**config.mk**
```make
export PLATFORM = sky130hd
export DESIGN_NAME = wheel_speed_odometer_unit
export DESIGN_NICKNAME = d
export VERILOG_FILES = /design/src/sv/wso_pkg.sv /design/src/sv/wheel_speed_odometer_unit.sv
export SDC_FILE = /design/constraint.sdc
export NUM_CORES = 2
export LEC_CHECK = 0
export BUFFER_PORTS_ARGS = -buffer_cell sky130_fd_sc_hd__buf_4
export CORE_ASPECT_RATIO = 0.7
export CORE_MARGIN = 8
export CORE_UTILIZATION = 23
export CTS_CLUSTER_SIZE = 40
export DETAILED_ROUTE_END_ITERATION = 6
export MAX_ROUTING_LAYER = met4
export PLACE_DENSITY_LB_ADDON = 0.2
export SLEW_MARGIN = 25
export SYNTH_ARGS = -nofsm -noshare
export SYNTH_HDL_FRONTEND = slang
export SYNTH_SLANG_ARGS = --single-unit
```
**constraint.sdc**
```tcl
create_clock -name aclk -period 11.5 [get_ports aclk]
set_input_delay 1.725 -clock aclk [delete_from_list [all_inputs] [get_ports aclk]]
set_output_delay 1.725 -clock aclk [all_outputs]
set_load 0.005 [all_outputs]
```
**src/sv/wso_pkg.sv**
```systemverilog
// Package for the wheel speed odometer: payload structs, register indexes,
// sequencer states and fixed-point constants.
// No dependencies.
package wso_pkg;

    localparam int STAMP_W   = 32;
    localparam int CIRC_W    = 12;
    localparam int PERIOD_W  = 10;
    localparam int TIMEOUT_W = 16;
    localparam int SPEED_W   = 16;
    localparam int DIST_W    = 44;
    localparam int CFG_IDX_W = 2;
    localparam int CFG_DATA_W = 16;

    // Multiplier: 32-bit operand by 12-bit operand.
    localparam int MUL_A_W = 32;
    localparam int MUL_B_W = 12;
    localparam int MUL_P_W = MUL_A_W + MUL_B_W;

    // Elapsed time: 32-bit ticks times 10-bit period.
    localparam int ELAPSED_W = STAMP_W + PERIOD_W;

    // Speed numerator: circumference * 360 fits in 21 bits.
    localparam int NUM_W     = 21;
    localparam int DIV_CNT_W = 5;

    localparam logic [MUL_A_W-1:0]   KMH_FACTOR   = MUL_A_W'(360);
    localparam logic [SPEED_W-1:0]   SPEED_MAX    = '1;
    localparam logic [STAMP_W-1:0]   INTERVAL_MAX = '1;

    localparam logic [CIRC_W-1:0]    CIRC_RESET    = CIRC_W'(2100);
    localparam logic [PERIOD_W-1:0]  PERIOD_RESET  = PERIOD_W'(1);
    localparam logic [TIMEOUT_W-1:0] TIMEOUT_RESET = TIMEOUT_W'(3000);

    localparam logic KIND_PULSE = 1'b0;
    localparam logic KIND_CHECK = 1'b1;

    typedef enum logic [CFG_IDX_W-1:0] {
        REG_CIRCUMFERENCE = 2'd0,
        REG_TICK_PERIOD   = 2'd1,
        REG_STOP_TIMEOUT  = 2'd2
    } wso_reg_idx_t;

    typedef enum logic [2:0] {
        ST_IDLE,
        ST_ELAPSED,
        ST_UPDATE,
        ST_DIV,
        ST_DIST,
        ST_OUT
    } wso_state_t;

    typedef struct packed {
        logic               kind;
        logic [STAMP_W-1:0] tick_stamp;
    } wso_in_t;

    typedef struct packed {
        logic [SPEED_W-1:0] speed_centi_kmh;
        logic [STAMP_W-1:0] interval_ms;
        logic [STAMP_W-1:0] rotation_count;
        logic [DIST_W-1:0]  distance_mm;
        logic               is_moving;
        logic               just_stopped;
    } wso_out_t;

endpackage

```
**src/sv/wheel_speed_odometer_unit.sv**
```systemverilog
// Wheel speed odometer top level: sequencer, shared 32x12 multiplier and a
// bit-serial restoring divider for the speed quotient.
// Depends on wso_pkg.
//
// Usage:
//   s_valid/s_ready/s_data carry one event request: kind (0 = wheel pulse,
//   1 = status check) and a 32-bit tick stamp. m_valid/m_ready/m_data return
//   exactly one result per request: speed, interval, rotations, distance,
//   moving flag and a stop marker.
//   cfg_we/cfg_index/cfg_data write circumference (0), tick period (1) and
//   stop timeout (2); other indexes are ignored. Write only while idle.
// Sequence:
//   A pulse is accepted in ST_IDLE, then passes ST_ELAPSED (elapsed multiply),
//   ST_UPDATE (update and numerator multiply), ST_DIV (restoring divider, one
//   step per bit of the 21-bit numerator), ST_DIST (distance multiply) and
//   ST_OUT (output load). A check or a zero-interval pulse skips the divider.
//   s_ready is high only while the sequencer is idle; one request at a time.
// Reset (aresetn low, synchronous): config goes to 2100 mm / 1 ms / 3000 ms,
//   all odometer state to zero, no result pending.
// Stall: a finished result sits in the output register until m_ready; the
//   next request is taken meanwhile and its result waits in ST_OUT if the
//   output register is still full.
module wheel_speed_odometer_unit (
    input  logic                                  aclk,
    input  logic                                  aresetn,
    input  logic                                  s_valid,
    output logic                                  s_ready,
    input  wso_pkg::wso_in_t                      s_data,
    output logic                                  m_valid,
    input  logic                                  m_ready,
    output wso_pkg::wso_out_t                     m_data,
    input  logic                                  cfg_we,
    input  logic [wso_pkg::CFG_IDX_W-1:0]         cfg_index,
    input  logic [wso_pkg::CFG_DATA_W-1:0]        cfg_data
);
    import wso_pkg::*;

    // Sequencer
    wso_state_t state_reg, state_next;

    // Configuration
    logic [CIRC_W-1:0]    circ_reg;
    logic [PERIOD_W-1:0]  period_reg;
    logic [TIMEOUT_W-1:0] timeout_reg;

    // Odometer state
    logic [STAMP_W-1:0] last_tick_reg;
    logic [STAMP_W-1:0] rotations_reg;
    logic               moving_reg;
    logic [SPEED_W-1:0] speed_reg;
    logic [STAMP_W-1:0] interval_reg;

    // Per-request working registers
    logic               kind_reg;
    logic [STAMP_W-1:0] stamp_reg;
    logic [ELAPSED_W-1:0] elapsed_reg;
    logic [NUM_W-1:0]   num_reg;
    logic [NUM_W-1:0]   quot_reg;
    logic [STAMP_W-1:0] rem_reg;
    logic [DIV_CNT_W-1:0] div_cnt_reg;
    logic [DIST_W-1:0]  dist_reg;
    logic               stopped_reg;

    // Output register
    logic     m_valid_reg;
    wso_out_t out_reg;

    // Shared multiplier
    logic [MUL_A_W-1:0] mul_a;
    logic [MUL_B_W-1:0] mul_b;
    logic [MUL_P_W-1:0] mul_p;

    // Divider step
    logic [STAMP_W+1:0] div_diff;
    logic               div_fit;
    logic               div_last;

    // Decisions made in the update cycle
    logic [STAMP_W-1:0] interval_sat;
    logic               stop_hit;

    logic s_fire;
    logic out_free;

    assign s_fire   = s_valid && s_ready;
    assign out_free = !m_valid_reg || m_ready;

    assign mul_p = {{MUL_B_W{1'b0}}, mul_a} * {{MUL_A_W{1'b0}}, mul_b};

    assign div_diff = {1'b0, rem_reg, num_reg[NUM_W-1]} - {2'b00, interval_reg};
    assign div_fit  = !div_diff[STAMP_W+1];
    assign div_last = (div_cnt_reg == DIV_CNT_W'(NUM_W - 1));

    // Interval saturates when the elapsed time leaves 32 bits.
    assign interval_sat = (elapsed_reg[ELAPSED_W-1:STAMP_W] != '0) ?
                          INTERVAL_MAX : elapsed_reg[STAMP_W-1:0];
    assign stop_hit = moving_reg &&
                      (elapsed_reg > {{(ELAPSED_W-TIMEOUT_W){1'b0}}, timeout_reg});

    // Next state
    always_comb begin
        state_next = state_reg;
        unique case (state_reg)
            ST_IDLE: begin
                if (s_valid) state_next = ST_ELAPSED;
            end
            ST_ELAPSED: state_next = ST_UPDATE;
            ST_UPDATE: begin
                if (kind_reg == KIND_PULSE && interval_sat != '0) state_next = ST_DIV;
                else                                              state_next = ST_DIST;
            end
            ST_DIV: begin
                if (div_last) state_next = ST_DIST;
            end
            ST_DIST: state_next = ST_OUT;
            ST_OUT: begin
                if (out_free) state_next = ST_IDLE;
            end
            default: state_next = ST_IDLE;
        endcase
    end

    // Sequencer outputs: handshake and multiplier operand select
    always_comb begin
        s_ready = 1'b0;
        mul_a   = '0;
        mul_b   = '0;
        unique case (state_reg)
            ST_IDLE: s_ready = 1'b1;
            ST_ELAPSED: begin
                mul_a = stamp_reg - last_tick_reg;
                mul_b = MUL_B_W'(period_reg);
            end
            ST_UPDATE: begin
                mul_a = KMH_FACTOR;
                mul_b = circ_reg;
            end
            ST_DIST: begin
                mul_a = rotations_reg;
                mul_b = circ_reg;
            end
            ST_DIV, ST_OUT: begin
                mul_a = '0;
                mul_b = '0;
            end
            default: begin
                mul_a = '0;
                mul_b = '0;
            end
        endcase
    end

    // Control and architectural state
    always_ff @(posedge aclk) begin
        if (!aresetn) begin
            state_reg     <= ST_IDLE;
            circ_reg      <= CIRC_RESET;
            period_reg    <= PERIOD_RESET;
            timeout_reg   <= TIMEOUT_RESET;
            last_tick_reg <= '0;
            rotations_reg <= '0;
            moving_reg    <= 1'b0;
            speed_reg     <= '0;
            interval_reg  <= '0;
            m_valid_reg   <= 1'b0;
        end else begin
            state_reg <= state_next;

            if (cfg_we) begin
                unique case (cfg_index)
                    REG_CIRCUMFERENCE: circ_reg    <= cfg_data[CIRC_W-1:0];
                    REG_TICK_PERIOD:   period_reg  <= cfg_data[PERIOD_W-1:0];
                    REG_STOP_TIMEOUT:  timeout_reg <= cfg_data[TIMEOUT_W-1:0];
                    default: ;
                endcase
            end

            if (state_reg == ST_UPDATE) begin
                if (kind_reg == KIND_PULSE) begin
                    moving_reg    <= 1'b1;
                    rotations_reg <= rotations_reg + STAMP_W'(1);
                    interval_reg  <= interval_sat;
                    last_tick_reg <= stamp_reg;
                    if (interval_sat == '0) speed_reg <= SPEED_MAX;
                end else if (stop_hit) begin
                    moving_reg   <= 1'b0;
                    speed_reg    <= '0;
                    interval_reg <= '0;
                end
            end

            // Quotient complete: saturate to 16 bits
            if (state_reg == ST_DIV && div_last) begin
                if (quot_reg[NUM_W-2:SPEED_W-1] != '0) speed_reg <= SPEED_MAX;
                else speed_reg <= {quot_reg[SPEED_W-2:0], div_fit};
            end

            if (state_reg == ST_OUT && out_free) m_valid_reg <= 1'b1;
            else if (m_ready)                    m_valid_reg <= 1'b0;
        end
    end

    // Datapath working registers
    always_ff @(posedge aclk) begin
        if (s_fire) begin
            kind_reg  <= s_data.kind;
            stamp_reg <= s_data.tick_stamp;
        end
        if (state_reg == ST_ELAPSED) elapsed_reg <= mul_p[ELAPSED_W-1:0];
        if (state_reg == ST_UPDATE) begin
            num_reg     <= mul_p[NUM_W-1:0];
            rem_reg     <= '0;
            quot_reg    <= '0;
            div_cnt_reg <= '0;
            stopped_reg <= (kind_reg == KIND_CHECK) && stop_hit;
        end
        if (state_reg == ST_DIV) begin
            num_reg     <= {num_reg[NUM_W-2:0], 1'b0};
            quot_reg    <= {quot_reg[NUM_W-2:0], div_fit};
            rem_reg     <= div_fit ? div_diff[STAMP_W-1:0]
                                   : {rem_reg[STAMP_W-2:0], num_reg[NUM_W-1]};
            div_cnt_reg <= div_cnt_reg + DIV_CNT_W'(1);
        end
        if (state_reg == ST_DIST) dist_reg <= mul_p[DIST_W-1:0];
        if (state_reg == ST_OUT && out_free) begin
            out_reg.speed_centi_kmh <= speed_reg;
            out_reg.interval_ms     <= interval_reg;
            out_reg.rotation_count  <= rotations_reg;
            out_reg.distance_mm     <= dist_reg;
            out_reg.is_moving       <= moving_reg;
            out_reg.just_stopped    <= stopped_reg;
        end
    end

    assign m_valid = m_valid_reg;
    assign m_data  = out_reg;

endmodule
```
==> metrics.yaml <==
setup_path:
  crit_start: "stamp_reg[0]"
  endpoint: "dist_reg[43]"
  critPathLaunchType: "register"
  crit_cells: 31
  crit_top_cell: "fa_1"
  reg2reg_slack_ps: 1800
  slowest_stage: "o21ai_1"
  worst_setup_path_end_kind: "register"
  rr_startpoint: "stamp_reg[0]"
  path_delay_family: "compound AO/OA/AOI/OAI gates"
  cp_num_buf_inv: 5
  ff2ff_path_depth: 31
  path_max_fanout: 10
  critPathKind: "reg -> reg"
  reg2reg_to: "dist_reg[43]"
  required_ps: 11910
  arrival_ps: 10110
  worst_path_largest_cell_delay_ps: 760
floorplan:
  initial_core_util: 0.232
  die_width_um: 466
  core_um2: 141000
  die_y_um: 331
  num_rows: 115
  pin_count: 184
  dieArea_um2: 154000
sta:
  hold_violations: 0
  setup_violations: 0
  fin_skew_ps: 54.4
  rsz0062_at_grt: "false"
  fmax_ghz: 0.103
  worstMarginPinSlew_ps: 1030
  slew-limit-headroom: 0.312
  drv_slew: 0
  tns_ps: 0
  finalCritPeriodShare: 0.844
  finalCriticalPeriod_ps: 9700
synth:
  synth_fp_nets: 3725
  synth-async-reset-ratio: 0
  ys_top_cells_by_area: "edfxtp_1 30%, fa_1 19%, dfxtp_1 9.6%"
  netlist_area_um2: 32600
  synth_top_cell_by_area: "edfxtp_1"
  synth.distinct_cells: 88
  synth_most_common_cell: "nand2_1"
  synth_cells: 3203
  synth_edf_count: 323
  ys_warn_count: 0
  synth-seq-area-share: 0.393
  netlist_top_cells_count: "483 x nand2_1, 432 x inv_1, 323 x edfxtp_1, 302 x fa_1, 207 x nor2_1"
  synth_top_area_share: 0.297
  synth_seq_cells: 479
  synth_top_flop_cell: "edfxtp_1"
  syn_avg_cell_area_um2: 10.2
cells_and_area:
  fin_nets: 3868
  largest_reg_flops: 126
  area_growth_pct: 17.3
  postLayoutCoreUtil: 0.272
  final-seq-area_um2: 12800
  drive_gt1_frac: 0.112
  fill_cells: 14795
  multiInputGateArea_um2: 17700
cts:
  cts_buffers: 54
  cts_tree: "yes"
  cts_setup_buffers: 0
  cts_hold_buf: 0
  cts_sinks: 479
  clk_latency_ps: 670
  cts_resized: 0
  ctsRootBufferMaster: "clkbuf_16"
  clock_path_buffers: 3
  htree_levels: 2
  clkTransAtPathRegs_ps: 60
drt:
  drc: 0
  drtAntennaViolNets: 0
  wl_per_cell_um: 19.6
  dr.pass1.iters: 7
  via_per_inst: 4.39
  num_vias: 23123
  initialDrtViolationCount: 1502
  drt_wl_total_um: 103000
placement:
  dp_hpwl_um: 79100
  port_buffers: 183
  routabilityCongestion: 0.847
global_routing:
  grt_pass1_vias: 23431
  track_usage: 0.137
  grt_pass1_wl_um: 157000
  grt_max_degree: 69
  antenna_found_initial: 2
  overflow: 0
hold_path:
  hold_class: "reg -> reg"
power:
  p_per_area_nw_per_um2: 152
  ir_drop_uv: 128
  leakage_uw: 0.0157
run_status:
  status: "completed"
run:
  maxCapViolations: 0
-- where the power goes --
group | total [uW] | internal (uW) | switching (uW)
registers | 2170 | 2060 | 111
logic | 1720 | 561 | 1160
clock network | 1940 | 1120 | 820
-- cell families after synthesis --
family	Yosys count	synth area share
AOI/OAI and AO/OA	528	0.108
adders and majority gates	466	0.248
and+or+nand+nor	998	0.138
DFF	479	0.393
muxes	47	0.0145
buffers and inverters	570	0.0676
xor gates and xnor gates	115	0.0309
-- worst min-delay path by stage --
stage / to / startpoint / slack, ps / cells past startpoint
2_1_floorplan: m_data[0] / stopped_reg / 400 / 0
6_report: m_data[17] / dist_reg[15] / 380 / 0
3_3_place_gp: m_data[7] / dist_reg[5] / 400 / 0
4_1_cts: m_data[17] / dist_reg[15] / 370 / 0
3_5_place_dp: m_data[14] / dist_reg[12] / 410 / 0
5_1_grt: m_data[17] / dist_reg[15] / 380 / 0
-- placed cells by master, fill, tap and decap left out, drive strengths merged, types with 74 or more instances in the layout --
cell	count
dfxtp	156
nor2	207
ha	164
and2	74
buf	223
inv	440
fa	302
a21oi	185
edfxtp	323
o21ai	81
nand2	483
-- worst register-to-register path, delay by kind of cell (launching register included) --
family / cells / cell delay, ps
xor+xnor: 2 / 200
compound gates: 12 / 4300
buf+inv: 5 / 280
fa+ha+maj: 8 / 3490
simple gates: 4 / 800
flops: 1 / 380
-- area by class of cell --
| cell class | count | area share |
|---|---|---|
| multi-input cells | 2154 | 0.463 |
| flip-flops and latches | 479 | 0.335 |
| well taps | 1872 | 0.0612 |
| repair buffers | 223 | 0.0456 |
| inverters | 434 | 0.0426 |
| clock buffers | 65 | 0.0397 |
| clock inverters | 37 | 0.0126 |
| diodes | 3 | 0.000196 |
-- per-layer routing --
layer,up-vias,global-route usage,wire length (um)
met5,-,-,0
met4,0,0.0274,1860
met3,90,0.0276,5930
met2,540,0.189,41400
met1,11492,0.206,54300
li1,11001,-,-
-- through the flow --
| step | setup WS, ps | instances | hold slack, ps | power (uW) | area [um2] |
|---|---|---|---|---|---|
| floorplan | 3140 | 3203 | 400 | 3310 | 32600 |
| global placement | 1990 | 5159 | 404 | 3920 | 36100 |
| detailed placement | 2020 | 5162 | 407 | 3940 | 36300 |
| CTS | 1990 | 5264 | 372 | 5930 | 38300 |
| global route | 1240 | 5265 | 385 | 6180 | 38300 |
| finish | 1800 | 5267 | 377 | 5830 | 38300 |
Note: power is estimated with default switching activity, not from simulation.
